**src/rtl/length_prefixed_record_ring_assert.svh**
```systemverilog
// assertion macros for the record ring checks
`ifndef LENGTH_PREFIXED_RECORD_RING_ASSERT_SVH
`define LENGTH_PREFIXED_RECORD_RING_ASSERT_SVH

// same-cycle implication, sampled on clk, off during rst
`define LPRR_ASSERT_NOW(label, ante, cons, msg) \
  label: assert property (@(posedge clk) disable iff (rst) (ante) |-> (cons)) \
    else $error(msg);

// next-cycle implication, sampled on clk, off during rst
`define LPRR_ASSERT_NEXT(label, ante, cons, msg) \
  label: assert property (@(posedge clk) disable iff (rst) (ante) |=> (cons)) \
    else $error(msg);

`endif

```
**src/rtl/lprr_pkg.sv**
```systemverilog
// shared constants, types and ring index helpers of the record ring
package lprr_pkg;

  localparam int DEPTH        = 1024;
  localparam int MAX_RECORD   = 64;
  localparam int HEADER_BYTES = 4;

  localparam int IDX_W   = $clog2(DEPTH);
  localparam int CAP_W   = $clog2(DEPTH + 1);
  localparam int LEN_W   = 11;
  localparam int BYTE_W  = 8;
  localparam int CMD_W   = 3;
  localparam int ST_W    = 2;
  localparam int MREC_W  = $clog2(MAX_RECORD + 1);
  localparam int RD_W    = $clog2(((MAX_RECORD > HEADER_BYTES) ? MAX_RECORD : HEADER_BYTES) + 1);
  localparam int HK_W    = $clog2(HEADER_BYTES + 1);
  localparam int HC_W    = $clog2(HEADER_BYTES);
  localparam int HDR_W   = BYTE_W * HEADER_BYTES;
  localparam int SUM_W   = ((CAP_W > LEN_W) ? CAP_W : LEN_W) + 2;
  localparam int ADDR_W  = 3;
  localparam int PDATA_W = 32;

  localparam logic [CAP_W-1:0] CAP_RESET = CAP_W'((DEPTH < 1024) ? DEPTH : 1024);

  // commands
  localparam logic [CMD_W-1:0] CMD_PUSH  = 3'd0;
  localparam logic [CMD_W-1:0] CMD_POP   = 3'd1;
  localparam logic [CMD_W-1:0] CMD_PEEK  = 3'd2;
  localparam logic [CMD_W-1:0] CMD_QUERY = 3'd3;
  localparam logic [CMD_W-1:0] CMD_TRIM  = 3'd4;
  localparam logic [CMD_W-1:0] CMD_CLEAR = 3'd5;

  // result codes
  localparam logic [ST_W-1:0] ST_OK    = 2'd0;
  localparam logic [ST_W-1:0] ST_EMPTY = 2'd1;
  localparam logic [ST_W-1:0] ST_ERR   = 2'd2;

  localparam logic KIND_DATA   = 1'b0;
  localparam logic KIND_STATUS = 1'b1;

  // register select, taken from paddr[2]
  localparam logic REG_CAPACITY   = 1'b0;
  localparam logic REG_USE_HEADER = 1'b1;

  typedef enum logic [2:0] {
    S_IDLE,
    S_HDRW,
    S_RHDR,
    S_RCHK,
    S_RDAT
  } state_t;

  typedef struct packed {
    logic              kind;
    logic [BYTE_W-1:0] out_byte;
    logic [ST_W-1:0]   status;
    logic [LEN_W-1:0]  count;
    logic              last;
  } res_t;

  typedef struct packed {
    logic [CAP_W-1:0] capacity;
    logic             use_header;
    logic             wr;
  } cfg_t;

  typedef struct packed {
    logic [IDX_W-1:0] wr_index;
    logic [IDX_W-1:0] rd_index;
  } stat_t;

  function automatic logic [IDX_W-1:0] ring_adv(input logic [IDX_W-1:0] i,
                                                input logic [CAP_W-1:0] cap);
    logic [SUM_W-1:0] nx;
    nx = SUM_W'(i) + SUM_W'(1);
    return (nx >= SUM_W'(cap)) ? '0 : IDX_W'(nx);
  endfunction

  // one conditional subtract, valid for x below twice the capacity
  function automatic logic [IDX_W-1:0] ring_wrap(input logic [SUM_W-1:0] x,
                                                 input logic [CAP_W-1:0] cap);
    logic [SUM_W-1:0] y;
    y = (x >= SUM_W'(cap)) ? (x - SUM_W'(cap)) : x;
    return IDX_W'(y);
  endfunction

  function automatic logic [CAP_W-1:0] ring_occ(input logic [IDX_W-1:0] wi,
                                                input logic [IDX_W-1:0] ri,
                                                input logic [CAP_W-1:0] cap);
    logic [SUM_W-1:0] d;
    if (wi >= ri) begin
      d = SUM_W'(wi) - SUM_W'(ri);
    end else begin
      d = SUM_W'(wi) + SUM_W'(cap) - SUM_W'(ri);
    end
    return CAP_W'(d);
  endfunction

endpackage

```
**src/rtl/lprr_if.sv**
```systemverilog
// request and result channel interfaces of the record ring
interface lprr_req_if import lprr_pkg::*; ();
  logic              valid;
  logic              ready;
  logic [CMD_W-1:0]  cmd;
  logic [BYTE_W-1:0] data_byte;
  logic [LEN_W-1:0]  length;

  modport source (output valid, cmd, data_byte, length, input ready);
  modport sink (input valid, cmd, data_byte, length, output ready);
endinterface


```
**src/rtl/lprr_seq.sv**
```systemverilog
// command sequencer: ring indices, open record, header writes and record reads
module lprr_seq import lprr_pkg::*; (
  input  logic              clk,
  input  logic              rst,
  lprr_req_if.sink          req,
  input  cfg_t              cfg,
  input  logic              res_space,
  output logic              res_push,
  output res_t              res,
  output logic              ram_we,
  output logic [IDX_W-1:0]  ram_waddr,
  output logic [BYTE_W-1:0] ram_wdata,
  output logic              ram_re,
  output logic [IDX_W-1:0]  ram_raddr,
  input  logic [BYTE_W-1:0] ram_rdata,
  output stat_t             stat
);

  state_t            state, state_next;
  logic [IDX_W-1:0]  wi, wi_next;
  logic [IDX_W-1:0]  ri, ri_next;
  logic [MREC_W-1:0] p_rem, p_rem_next;
  logic [IDX_W-1:0]  p_cur, p_cur_next;
  logic              p_rej, p_rej_next;
  logic [MREC_W-1:0] p_tot, p_tot_next;
  logic [BYTE_W-1:0] lat_byte, lat_byte_next;
  logic [MREC_W-1:0] lat_len, lat_len_next;
  logic [MREC_W-1:0] eff_r, eff_r_next;
  logic              is_pop, is_pop_next;
  logic [HK_W-1:0]   hdr_k, hdr_k_next;
  logic [HC_W-1:0]   hdr_cnt, hdr_cnt_next;
  logic [HDR_W-1:0]  hdr_word, hdr_word_next;
  logic [IDX_W-1:0]  rd_addr, rd_addr_next;
  logic [RD_W-1:0]   rd_left, rd_left_next;
  logic [MREC_W-1:0] out_left, out_left_next;
  logic [MREC_W-1:0] sz, sz_next;
  logic              pend, pend_next;

  logic              in_acc;
  logic [CAP_W-1:0]  occ;
  logic [SUM_W-1:0]  hdr_s;
  logic [MREC_W-1:0] len_in;
  logic [MREC_W-1:0] eff_in;
  logic              push_fit;
  logic              rd_fit;
  logic              hdr_ok;
  logic [MREC_W-1:0] sz_hdr;

  logic              ds_go;
  logic [MREC_W-1:0] ds_rem;
  logic              ds_rej;
  logic [IDX_W-1:0]  ds_cur;
  logic [MREC_W-1:0] ds_tot;
  logic [BYTE_W-1:0] ds_byte;
  logic [MREC_W-1:0] ds_rem1;
  logic [IDX_W-1:0]  ds_cur1;
  logic [MREC_W-1:0] ds_tot1;
  logic              rew_chk;
  logic              rd_consume;

  assign req.ready = (state == S_IDLE) && res_space;
  assign in_acc    = req.valid && req.ready;

  assign occ    = ring_occ(wi, ri, cfg.capacity);
  assign hdr_s  = cfg.use_header ? SUM_W'(HEADER_BYTES) : '0;
  assign len_in = MREC_W'(req.length);
  assign eff_in = (req.length > LEN_W'(MAX_RECORD)) ? MREC_W'(MAX_RECORD) : len_in;

  assign push_fit = (SUM_W'(occ) + SUM_W'(req.length) + hdr_s) < SUM_W'(cfg.capacity);
  assign rd_fit   = SUM_W'(eff_in) <= SUM_W'(occ);

  // stored length is 32 bits, only a small value can pass the size check
  assign hdr_ok = (hdr_word[HDR_W-1:BYTE_W] == '0) &&
                  (SUM_W'(hdr_word[BYTE_W-1:0]) <= SUM_W'(eff_r)) &&
                  (SUM_W'(hdr_word[BYTE_W-1:0]) + SUM_W'(HEADER_BYTES) <= SUM_W'(occ));
  assign sz_hdr = MREC_W'(hdr_word[BYTE_W-1:0]);

  always_ff @(posedge clk) begin
    if (rst) begin
      state   <= S_IDLE;
      wi      <= '0;
      ri      <= '0;
      p_rem   <= '0;
      p_cur   <= '0;
      p_rej   <= 1'b0;
      p_tot   <= '0;
      hdr_k   <= '0;
      hdr_cnt <= '0;
      rd_left <= '0;
      pend    <= 1'b0;
    end else begin
      state   <= state_next;
      wi      <= wi_next;
      ri      <= ri_next;
      p_rem   <= p_rem_next;
      p_cur   <= p_cur_next;
      p_rej   <= p_rej_next;
      p_tot   <= p_tot_next;
      hdr_k   <= hdr_k_next;
      hdr_cnt <= hdr_cnt_next;
      rd_left <= rd_left_next;
      pend    <= pend_next;
    end
  end

  always_ff @(posedge clk) begin
    lat_byte <= lat_byte_next;
    lat_len  <= lat_len_next;
    eff_r    <= eff_r_next;
    is_pop   <= is_pop_next;
    hdr_word <= hdr_word_next;
    rd_addr  <= rd_addr_next;
    out_left <= out_left_next;
    sz       <= sz_next;
  end

  always_comb begin
    state_next    = state;
    wi_next       = wi;
    ri_next       = ri;
    p_rem_next    = p_rem;
    p_cur_next    = p_cur;
    p_rej_next    = p_rej;
    p_tot_next    = p_tot;
    lat_byte_next = lat_byte;
    lat_len_next  = lat_len;
    eff_r_next    = eff_r;
    is_pop_next   = is_pop;
    hdr_k_next    = hdr_k;
    hdr_cnt_next  = hdr_cnt;
    hdr_word_next = hdr_word;
    rd_addr_next  = rd_addr;
    rd_left_next  = rd_left;
    out_left_next = out_left;
    sz_next       = sz;

    ram_we    = 1'b0;
    ram_waddr = p_cur;
    ram_wdata = lat_byte;
    ram_re    = 1'b0;
    ram_raddr = rd_addr;

    res_push     = 1'b0;
    res          = '0;
    res.kind     = KIND_STATUS;
    res.status   = ST_OK;
    res.last     = 1'b1;

    ds_go      = 1'b0;
    ds_rem     = p_rem;
    ds_rej     = p_rej;
    ds_cur     = p_cur;
    ds_tot     = p_tot;
    ds_byte    = req.data_byte;
    ds_rem1    = '0;
    ds_cur1    = '0;
    ds_tot1    = '0;
    rew_chk    = 1'b0;
    rd_consume = 1'b0;

    case (state)
      S_IDLE: begin
        if (in_acc) begin
          case (req.cmd)
            CMD_PUSH: begin
              if (p_rem == '0) begin
                if ((req.length == '0) || (req.length > LEN_W'(MAX_RECORD))) begin
                  res_push   = 1'b1;
                  res.status = ST_ERR;
                end else if (push_fit && cfg.use_header) begin
                  // length header goes in first, data byte after it
                  p_rem_next    = len_in;
                  p_tot_next    = '0;
                  p_rej_next    = 1'b0;
                  p_cur_next    = wi;
                  lat_byte_next = req.data_byte;
                  lat_len_next  = len_in;
                  hdr_k_next    = '0;
                  state_next    = S_HDRW;
                end else begin
                  ds_go  = 1'b1;
                  ds_rem = len_in;
                  ds_rej = !push_fit;
                  ds_cur = wi;
                  ds_tot = '0;
                end
              end else begin
                ds_go = 1'b1;
              end
            end
            CMD_POP, CMD_PEEK: begin
              is_pop_next = (req.cmd == CMD_POP);
              eff_r_next  = eff_in;
              if (req.length == '0) begin
                res_push   = 1'b1;
                res.status = ST_ERR;
              end else if (occ == '0) begin
                res_push   = 1'b1;
                res.status = ST_EMPTY;
                rew_chk    = 1'b1;
              end else if (cfg.use_header) begin
                rd_addr_next = ri;
                rd_left_next = RD_W'(HEADER_BYTES);
                hdr_cnt_next = '0;
                state_next   = S_RHDR;
              end else if (rd_fit) begin
                if (req.cmd == CMD_POP) begin
                  ri_next = ring_wrap(SUM_W'(ri) + SUM_W'(eff_in), cfg.capacity);
                end
                rew_chk       = 1'b1;
                rd_addr_next  = ri;
                rd_left_next  = RD_W'(eff_in);
                out_left_next = eff_in;
                sz_next       = eff_in;
                state_next    = S_RDAT;
              end else begin
                res_push   = 1'b1;
                res.status = ST_ERR;
              end
            end
            CMD_QUERY: begin
              res_push  = 1'b1;
              res.count = LEN_W'(occ);
            end
            CMD_TRIM: begin
              p_rem_next = '0;
              p_cur_next = '0;
              p_rej_next = 1'b0;
              p_tot_next = '0;
              res_push   = 1'b1;
              if (SUM_W'(cfg.capacity) > SUM_W'(req.length)) begin
                // keeps the modular start even when keep exceeds occupancy
                ri_next   = ring_wrap(SUM_W'(cfg.capacity) + SUM_W'(wi) - SUM_W'(req.length),
                                      cfg.capacity);
                res.count = req.length;
              end
            end
            CMD_CLEAR: begin
              p_rem_next = '0;
              p_cur_next = '0;
              p_rej_next = 1'b0;
              p_tot_next = '0;
              wi_next    = '0;
              ri_next    = '0;
              res_push   = 1'b1;
            end
            default: begin
              res_push   = 1'b1;
              res.status = ST_ERR;
            end
          endcase
        end
      end
      S_HDRW: begin
        if (hdr_k != HK_W'(HEADER_BYTES)) begin
          ram_we     = 1'b1;
          ram_waddr  = p_cur;
          ram_wdata  = (hdr_k == '0) ? BYTE_W'(lat_len) : '0;
          p_cur_next = ring_adv(p_cur, cfg.capacity);
          hdr_k_next = hdr_k + HK_W'(1);
        end else if (res_space) begin
          ds_go      = 1'b1;
          ds_byte    = lat_byte;
          state_next = S_IDLE;
        end
      end
      S_RHDR: begin
        rd_consume = pend;
        if (pend) begin
          hdr_word_next = {ram_rdata, hdr_word[HDR_W-1:BYTE_W]};
          hdr_cnt_next  = hdr_cnt + HC_W'(1);
          if (hdr_cnt == HC_W'(HEADER_BYTES - 1)) begin
            state_next = S_RCHK;
          end
        end
      end
      S_RCHK: begin
        if (hdr_ok && (sz_hdr != '0)) begin
          if (is_pop) begin
            ri_next = ring_wrap(SUM_W'(ri) + SUM_W'(sz_hdr) + SUM_W'(HEADER_BYTES),
                                cfg.capacity);
          end
          rew_chk       = 1'b1;
          rd_left_next  = RD_W'(sz_hdr);
          out_left_next = sz_hdr;
          sz_next       = sz_hdr;
          state_next    = S_RDAT;
        end else if (res_space) begin
          // zero-size record or a header that fails the checks
          res_push   = 1'b1;
          res.status = hdr_ok ? ST_OK : ST_ERR;
          if (hdr_ok && is_pop) begin
            ri_next = ring_wrap(SUM_W'(ri) + SUM_W'(HEADER_BYTES), cfg.capacity);
          end
          rew_chk    = 1'b1;
          state_next = S_IDLE;
        end
      end
      S_RDAT: begin
        rd_consume = pend && res_space;
        if (rd_consume) begin
          res_push      = 1'b1;
          res.kind      = KIND_DATA;
          res.out_byte  = ram_rdata;
          res.count     = LEN_W'(sz);
          res.last      = (out_left == MREC_W'(1));
          out_left_next = out_left - MREC_W'(1);
          if (out_left == MREC_W'(1)) begin
            state_next = S_IDLE;
          end
        end
      end
      default: begin
        state_next = S_IDLE;
      end
    endcase

    // read issue: ram data holds until taken, so at most one byte in flight
    if (((state == S_RHDR) || (state == S_RDAT)) && (rd_left != '0) &&
        (!pend || rd_consume)) begin
      ram_re       = 1'b1;
      ram_raddr    = rd_addr;
      rd_addr_next = ring_adv(rd_addr, cfg.capacity);
      rd_left_next = rd_left - RD_W'(1);
    end
    pend_next = ram_re || (pend && !rd_consume);

    // one record byte of a push: store it or drop it
    if (ds_go) begin
      ds_rem1  = ds_rem - MREC_W'(1);
      res_push = 1'b1;
      if (ds_rej) begin
        res.status = ST_ERR;
        if (ds_rem1 == '0) begin
          p_rem_next = '0;
          p_cur_next = '0;
          p_rej_next = 1'b0;
          p_tot_next = '0;
        end else begin
          p_rem_next = ds_rem1;
          p_rej_next = 1'b1;
          p_tot_next = ds_tot;
        end
      end else begin
        ds_cur1    = ring_adv(ds_cur, cfg.capacity);
        ds_tot1    = ds_tot + MREC_W'(1);
        ram_we     = 1'b1;
        ram_waddr  = ds_cur;
        ram_wdata  = ds_byte;
        res.status = ST_OK;
        res.count  = LEN_W'(ds_tot1);
        if (ds_rem1 == '0) begin
          // commit the record
          wi_next    = ds_cur1;
          p_rem_next = '0;
          p_cur_next = '0;
          p_rej_next = 1'b0;
          p_tot_next = '0;
        end else begin
          p_rem_next = ds_rem1;
          p_cur_next = ds_cur1;
          p_tot_next = ds_tot1;
          p_rej_next = 1'b0;
        end
      end
    end

    // both indices back to zero once the ring drains with no record open
    if (rew_chk && (wi_next == ri_next) && (p_rem_next == '0)) begin
      wi_next = '0;
      ri_next = '0;
    end

    if (cfg.wr) begin
      wi_next    = '0;
      ri_next    = '0;
      p_rem_next = '0;
      p_cur_next = '0;
      p_rej_next = 1'b0;
      p_tot_next = '0;
    end
  end

  assign stat.wr_index = wi;
  assign stat.rd_index = ri;

endmodule

```
**src/flat_wrapper.sv**
```systemverilog
// flat-port wrapper written by rule: the top's interface ports become plain ports
module lprr_seq_flat import lprr_pkg::*;
  (clk, rst, cfg, res_space, res_push, res, ram_we, ram_waddr, ram_wdata, ram_re, ram_raddr, ram_rdata, stat, req_valid, req_cmd, req_data_byte, req_length, req_ready);
  lprr_req_if req_i ();
  input  logic clk;
  input  logic rst;
  input  cfg_t cfg;
  input  logic res_space;
  output logic res_push;
  output res_t res;
  output logic ram_we;
  output logic [IDX_W-1:0] ram_waddr;
  output logic [BYTE_W-1:0] ram_wdata;
  output logic ram_re;
  output logic [IDX_W-1:0] ram_raddr;
  input  logic [BYTE_W-1:0] ram_rdata;
  output stat_t stat;
  input wire logic [$bits(req_i.valid)-1:0] req_valid;
  input wire logic [$bits(req_i.cmd)-1:0] req_cmd;
  input wire logic [$bits(req_i.data_byte)-1:0] req_data_byte;
  input wire logic [$bits(req_i.length)-1:0] req_length;
  output wire logic [$bits(req_i.ready)-1:0] req_ready;
  assign req_i.valid = req_valid;
  assign req_i.cmd = req_cmd;
  assign req_i.data_byte = req_data_byte;
  assign req_i.length = req_length;
  assign req_ready = req_i.ready;
  lprr_seq u_core (.clk(clk), .rst(rst), .req(req_i), .cfg(cfg), .res_space(res_space), .res_push(res_push), .res(res), .ram_we(ram_we), .ram_waddr(ram_waddr), .ram_wdata(ram_wdata), .ram_re(ram_re), .ram_raddr(ram_raddr), .ram_rdata(ram_rdata), .stat(stat));
endmodule
```
**config.mk**
```make
export PLATFORM = sky130hd
export DESIGN_NAME = lprr_seq_flat
export DESIGN_NICKNAME = d
export VERILOG_FILES = /design/src/rtl/length_prefixed_record_ring_assert.svh /design/src/rtl/lprr_pkg.sv /design/src/rtl/lprr_if.sv /design/src/rtl/lprr_seq.sv /design/src/flat_wrapper.sv
export SDC_FILE = /design/constraint.sdc
export NUM_CORES = 1
export LEC_CHECK = 0
export ABC_AREA = 0
export ABC_CLOCK_PERIOD_IN_PS = 12100
export BUFFER_PORTS_ARGS = -buffer_cell sky130_fd_sc_hd__buf_2
export CORE_ASPECT_RATIO = 0.6
export CORE_MARGIN = 4
export CORE_UTILIZATION = 50
export DETAILED_ROUTE_END_ITERATION = 7
export GPL_TIMING_DRIVEN = 0
export PLACE_DENSITY = 0.76
export SYNTH_ARGS = -nofsm -noshare
export SYNTH_HDL_FRONTEND = slang
export SYNTH_SLANG_ARGS = --single-unit
```
**constraint.sdc**
```tcl
create_clock -name clk -period 12.1 [get_ports clk]
set_input_delay 2.42 -clock clk [delete_from_list [all_inputs] [get_ports clk]]
set_output_delay 2.42 -clock clk [all_outputs]
set_load 0.02 [all_outputs]
```
Word-level counts from Yosys, hierarchy flattened --
Index checks and enable logic that the tools add are counted.
Operators by class: add/sub/neg operators 24, magnitude comparators 14, eq/ne operators 49, mux-type cells 213, bitwise operators 1, reduce and logical (&&, ||, !) cells 59
Operators with widths (count):
- two-way mux 10 bit | 49
- two-way mux 7 bit | 44
- two-way mux 3 bit | 22
- two-way mux 8 bit | 8
- case mux 10 bit (2 select lines) | 3
- case mux 7 bit (2 select lines) | 4
- >= comparator 11 bit | 5
- two-way mux 1 bit | 44
- case mux 11 bit (2 select lines) | 2
- subtractor 10 bit | 4
- adder 10 x 1 -> 11 bit (second input constant) | 3
- two-way mux 11 bit | 3
- two-way mux 2 bit | 16
- inequality test 3 bit (second input constant) | 10
- case mux 10 bit (3 select lines) | 1
- >= comparator 13 x 11 -> 1 bit | 2
- two-way mux 13 bit | 2
- logical NOT 24 bit | 1
- inequality test 2 bit (second input constant) | 12
- adder 10 x 7 -> 11 bit | 2
- logical NOT 11 bit | 2
- logical NOT 7 bit | 3
- case mux 7 bit (3 select lines) | 1
- AND reduction 7 bit | 3
- 53 further kinds | 114
Storage, ports and cells: flip-flop bits (word level) 140, input port bits 47, output and inout port bits 75, word-level logic and storage cells 379

Depth between registers and ports, before layout --
word-level depth 23, depth in mapped cells 53, mapped depth without buffers 49

Least setup slack after synthesis --
No wires, ideal clock.
path type input to output, start point in cfg[3] (netlist name), end point out res[5] (netlist name), data arrival time 10.121 ns, data required time 9.680 ns, setup slack -0.441 ns, cell stages on the path 34, buffers on the path 2, cells stage by stage inv_1 -> fa_1 -> nor2b_1 -> o31a_1 -> o21a_1 -> nor2_1 -> xnor2_1 -> ha_1 -> or3_1 -> nor2_1 -> a211oi_1 -> or4b_2 -> nand3_1 -> or2_2 -> inv_1 -> ha_1 -> or4b_1 -> nand3_1 -> nor4_1 -> xor2_1 -> ha_1 -> nand4_1 -> nor2_1 -> a221oi_1 -> nor4bb_1 -> nand4b_1 -> and3b_1 -> clkbuf_1 -> clkbuf_1 -> nor2b_1 -> ha_1 -> nand3_1 -> xor2_1 -> o31ai_1
RTL lines:
- start, declared | RTL line flat_wrapper.sv:7 | input cfg_t cfg;
- end, declared | RTL line flat_wrapper.sv:10 | output res_t res;

==> results <==
- The flow ran to the end, but the final reports show violations.
- The final reports fail on negative setup slack.
- The number of global-route vias before repair came to roughly 17000.
- The slowest stage of the critical path belongs to the cell sky130_fd_sc_hd__fa_2.
- The per-cell via count in the routed design is roughly 6.7.
- The residual overflow from global routing is 0.
- The final weighted congestion in routability-driven placement is about 1.
- Detailed placement finished with a half-perimeter wire length of roughly 50 mm.
- Before CTS, the worst setup slack after placement is -3.01 ns.
- The maximum buffer depth of the clock tree is 2.
- The register bit total from synthesis is 140.
- The net count of the mapped netlist is between 2000 and 2500.
- The largest stage delay on the critical path is roughly 0.63 ns.
- Total power for the finished layout comes to around 1.7 mW.
- The region available for standard cell placement spans ~33000 sq um.
- The number of library cell types mapped by synthesis is 96.
- The static leakage is 8.29 nW.
- The clock tree skew after final layout is approximately 0.013 ns.
- The total standard cell area after synthesis is roughly 17000 sq um.
- Counting I/O delays and the setup requirement, the final critical path takes approximately 12 ns.
- After routing, the total negative slack on setup checks comes to -2.23 ns.
- The total clock buffers created by CTS is 17.
- In this run the worst path has a maximum fanout of 8.
- The number of antenna violations at the first check in global routing came to 1.
- The clock slew seen by the registers of the worst setup and hold paths is about 0.070 ns.
- The final-stage net count is ~2500.
- The number of hold buffers added after cts is 0.
- The worst setup path is captured at an output port.
- The Yosys warning count is 0.
- The clock net in this run drives a total of 140 sinks.
- In the synthesized netlist the dominant register cell turns out to be sky130_fd_sc_hd__edfxtp_1.
- Static timing analysis puts the maximum clock frequency at 0.0814 GHz.
- The met1 usage in global routing is approximately half.
- The H-tree was split into 4 levels.
- The area enclosed by the die boundary is roughly 36000 sq um.
- Measured against its own limit, the worst slew margin works out to ~17%.
- The synthesis-to-layout area growth is 17.2%.
- The total placed instance area is ~18000 sq um.
- The die is around 150 um tall.
- The async set or reset register ratio after synthesis is 0%.
- The final number of hold-violating endpoints is 0.
- The worst hold path class is reg2reg.
- The post-synthesis area per instance is between 7 and 8 sq um.
- The max-cap violation count is 0.
- The sequential element share of the synthesized area is 21.6%.
- The global routing usage on met2 is between 40 and 50%.
- The post-route fraction of the period consumed by the critical path is 101%.
- The I/O pin count is approximately 120.
- The iteration count of the initial detailed-routing pass is 6.
- STA puts the critical path data required time at a little under 10 ns.
- Setup repair after global routing could not meet its margin everywhere.
- The floorplan has approximately 50 rows.
- The most frequent cell on the critical path is sky130_fd_sc_hd__ha_1.
- From left edge to right edge, the die measures 243 um.
- The routed design has around 67 mm of wire.
- For the pin with the worst max-slew slack, the measured transition is ~1.2 ns.
- The count of final setup violators is 37.
- In the post-route analysis, the smallest setup slack over all paths is -0.180 ns.
- The maximum number of pins on one net before global-route repair is 33.
- The data arrival time at the worst-slack endpoint is roughly 10 ns.
- The post-synthesis instance total is roughly 2100.
- TritonCTS built the clock tree.
- Global routing used a little over a third of the available tracks across all layers.
- IR analysis of the VDD net gives a maximum drop of ~0.12 mV.
- The worst setup path is launched from an input pin.
- The share of post-route cells with drive strength above 1 is 15.5%.
- In the final routed layout, each cell accounts on average for about 24 um.
- The first routing iteration left between 2000 and 3000 violations.
- For this run, design rule violations remaining after detail routing come to 0.
- The layer with the highest usage is met2.
- The clock root buffer is sky130_fd_sc_hd__clkbuf_16.
- After filler insertion, the fill cell instance count of the layout stands at about 2900.
- In the global route stage, met3 resource usage came out at about 11%.
- The number of enable-type register cells in the synthesized netlist is 79.
- Summing over every cut layer, the via total after detailed routing is between 15000 and 20000.
- The area of all placed cells without fillers is slightly below 20000 sq um.
- The count of final max-slew check failures was 0.
- For this design the ratio of total power to cell area is around 87 nW/um^2.
- At the later pin of the worst-skew pair, clock insertion delay measures ~0.46 ns.
- The first global-routing pass estimated between 90 and 100 mm of wire.
- The classification of the worst setup path is in2out.
- The number of port buffers is 118.
- The minimum hold slack is 0.453 ns.
- In this run the remaining antenna-violating nets after routing total 0.
- Once the floorplan was initialized, standard cells occupied about 51% of the core.
==> placed cells by master (no fill, tap or decap), types with 16 or more instances in the layout <==
| master | synthesis | routed |
|---|---|---|
| sky130_fd_sc_hd__o211ai_1 | 19 | 19 |
| sky130_fd_sc_hd__nand3_1 | 68 | 64 |
| sky130_fd_sc_hd__o21a_1 | 37 | 36 |
| sky130_fd_sc_hd__clkbuf_16 | 0 | 19 |
| sky130_fd_sc_hd__and3_1 | 22 | 19 |
| sky130_fd_sc_hd__ha_1 | 214 | 203 |
| sky130_fd_sc_hd__dfxtp_1 | 61 | 61 |
| sky130_fd_sc_hd__a31oi_1 | 20 | 18 |
| sky130_fd_sc_hd__nor2b_1 | 37 | 34 |
| sky130_fd_sc_hd__xor2_1 | 47 | 44 |
| sky130_fd_sc_hd__clkbuf_1 | 60 | 52 |
| sky130_fd_sc_hd__nand2_1 | 184 | 180 |
| sky130_fd_sc_hd__xnor2_1 | 73 | 69 |
| sky130_fd_sc_hd__buf_2 | 6 | 118 |
| sky130_fd_sc_hd__a21o_1 | 46 | 46 |
| sky130_fd_sc_hd__buf_4 | 0 | 51 |
| sky130_fd_sc_hd__a21oi_1 | 140 | 128 |
| sky130_fd_sc_hd__o21ai_0 | 122 | 112 |
| sky130_fd_sc_hd__mux2i_1 | 27 | 23 |
| sky130_fd_sc_hd__nor2_1 | 203 | 194 |
| sky130_fd_sc_hd__nor3_1 | 62 | 60 |
| sky130_fd_sc_hd__and2_1 | 20 | 20 |
| sky130_fd_sc_hd__nor4_1 | 18 | 16 |
| sky130_fd_sc_hd__nand2b_1 | 28 | 28 |
| sky130_fd_sc_hd__edfxtp_1 | 79 | 79 |
| sky130_fd_sc_hd__a22oi_1 | 31 | 31 |
| sky130_fd_sc_hd__nand4_1 | 28 | 28 |
| sky130_fd_sc_hd__inv_1 | 120 | 117 |
==> what timing repair did <==
action | 4_1_cts | 5_1_grt
gates resized for setup | 90 | 70
pin swaps | 18 | 34
setup buffers | 20 | 31
setup endpoints to repair | 72 | 61
==> power by group <==
group	switching (mW)	internal [mW]	leakage (nW)
sequential	0.0215	0.541	1.21
clock	0.258	0.273	0.270
combinational	0.378	0.213	6.81
total	0.658	1.03	8.29
==> worst max-delay path: cells and delay by family <==
family,cells,cell delay (ns)
buffers and inverters,8,1.15
AO/OA/AOI/OAI,10,2.53
XOR/XNOR,1,0.20
AND/OR/NAND/NOR,8,2.14
adder cells (fa/ha/maj),4,1.40
==> logic make-up after synthesis <==
group                    Yosys count  synth area share (%)
AND/OR/NAND/NOR                  740                  21.9
AO/OA/AOI/OAI                    623                  25.4
adder cells (fa/ha/maj)          225                  17.5
buffers and inverters            198                  4.66
flip-flops                       140                  21.6
XOR/XNOR                         120                  6.33
multiplexers                      40                  2.59
==> registers in the layout (all words and copies together) (netlist names), 7 cells and up <==
| signal | flops |
|---|---|
| u_core.ri | 10 |
| u_core.p_cur | 10 |
| u_core.rd_left | 7 |
| u_core.ram_raddr | 10 |
| u_core.p_tot | 7 |
| u_core.p_rem | 7 |
| u_core.out_left | 7 |
| u_core.sz | 7 |
| u_core.lat_byte | 8 |
| u_core.wi | 10 |
| u_core.lat_len | 7 |
| u_core.eff_r | 7 |
| u_core.hdr_word | 32 |
==> per-layer routing <==
layer	wire, um	vias to the layer above
met5	0	-
met4	2680	0
met3	9100	212
met2	26800	1231
met1	28400	8671
li1	-	8135
==> through the flow <==
step | util [%] | instances
after floorplan | - | 2086
after global placement | 54.6 | 2654
after detailed placement | 54.6 | 2654
after CTS | 58.0 | 2703
after global routing | 59.7 | 2734
final | 59.7 | 2736
==> final timing paths <==
path / startpoint / to / slack, ns / cells after the start
worst max register to register: u_core.ri[8] / u_core.ri[0] / 0.19 / 44
worst min register to register: u_core.hdr_word[25] / u_core.hdr_word[17] / 0.45 / 0
worst min-delay path: u_core.hdr_word[25] / u_core.hdr_word[17] / 0.45 / 0
worst max-delay path: cfg[3] / res[6] / -0.18 / 31
==> cell usage after synthesis, drive strengths merged, types with 47 or more instances <==
cell type | number | area [sq um]
edfxtp | 79 | 2370
xor2 | 47 | 412
clkbuf | 60 | 225
o21ai | 129 | 649
xnor2 | 73 | 639
nor3 | 64 | 337
nand2 | 184 | 691
a21oi | 141 | 709
nand3 | 68 | 340
inv | 121 | 454
ha | 214 | 2680
dfxtp | 61 | 1220
nor2 | 204 | 768
==> final cells by class <==
| cell class | count | area [sq um] | area share (%) |
|---|---|---|---|
| multi-input cells | 1748 | 12900 | 66.2 |
| clock buffers | 17 | 425 | 2.19 |
| well taps | 450 | 563 | 2.89 |
| inverters | 123 | 472 | 2.42 |
| repair buffers | 169 | 1020 | 5.23 |
| flip-flops and latches | 140 | 3590 | 18.5 |
| plain buffers | 71 | 355 | 1.83 |
| clock inverters | 15 | 151 | 0.778 |
| diodes | 3 | 7.51 | 0.0386 |
Power figures use the tool's default switching activity.
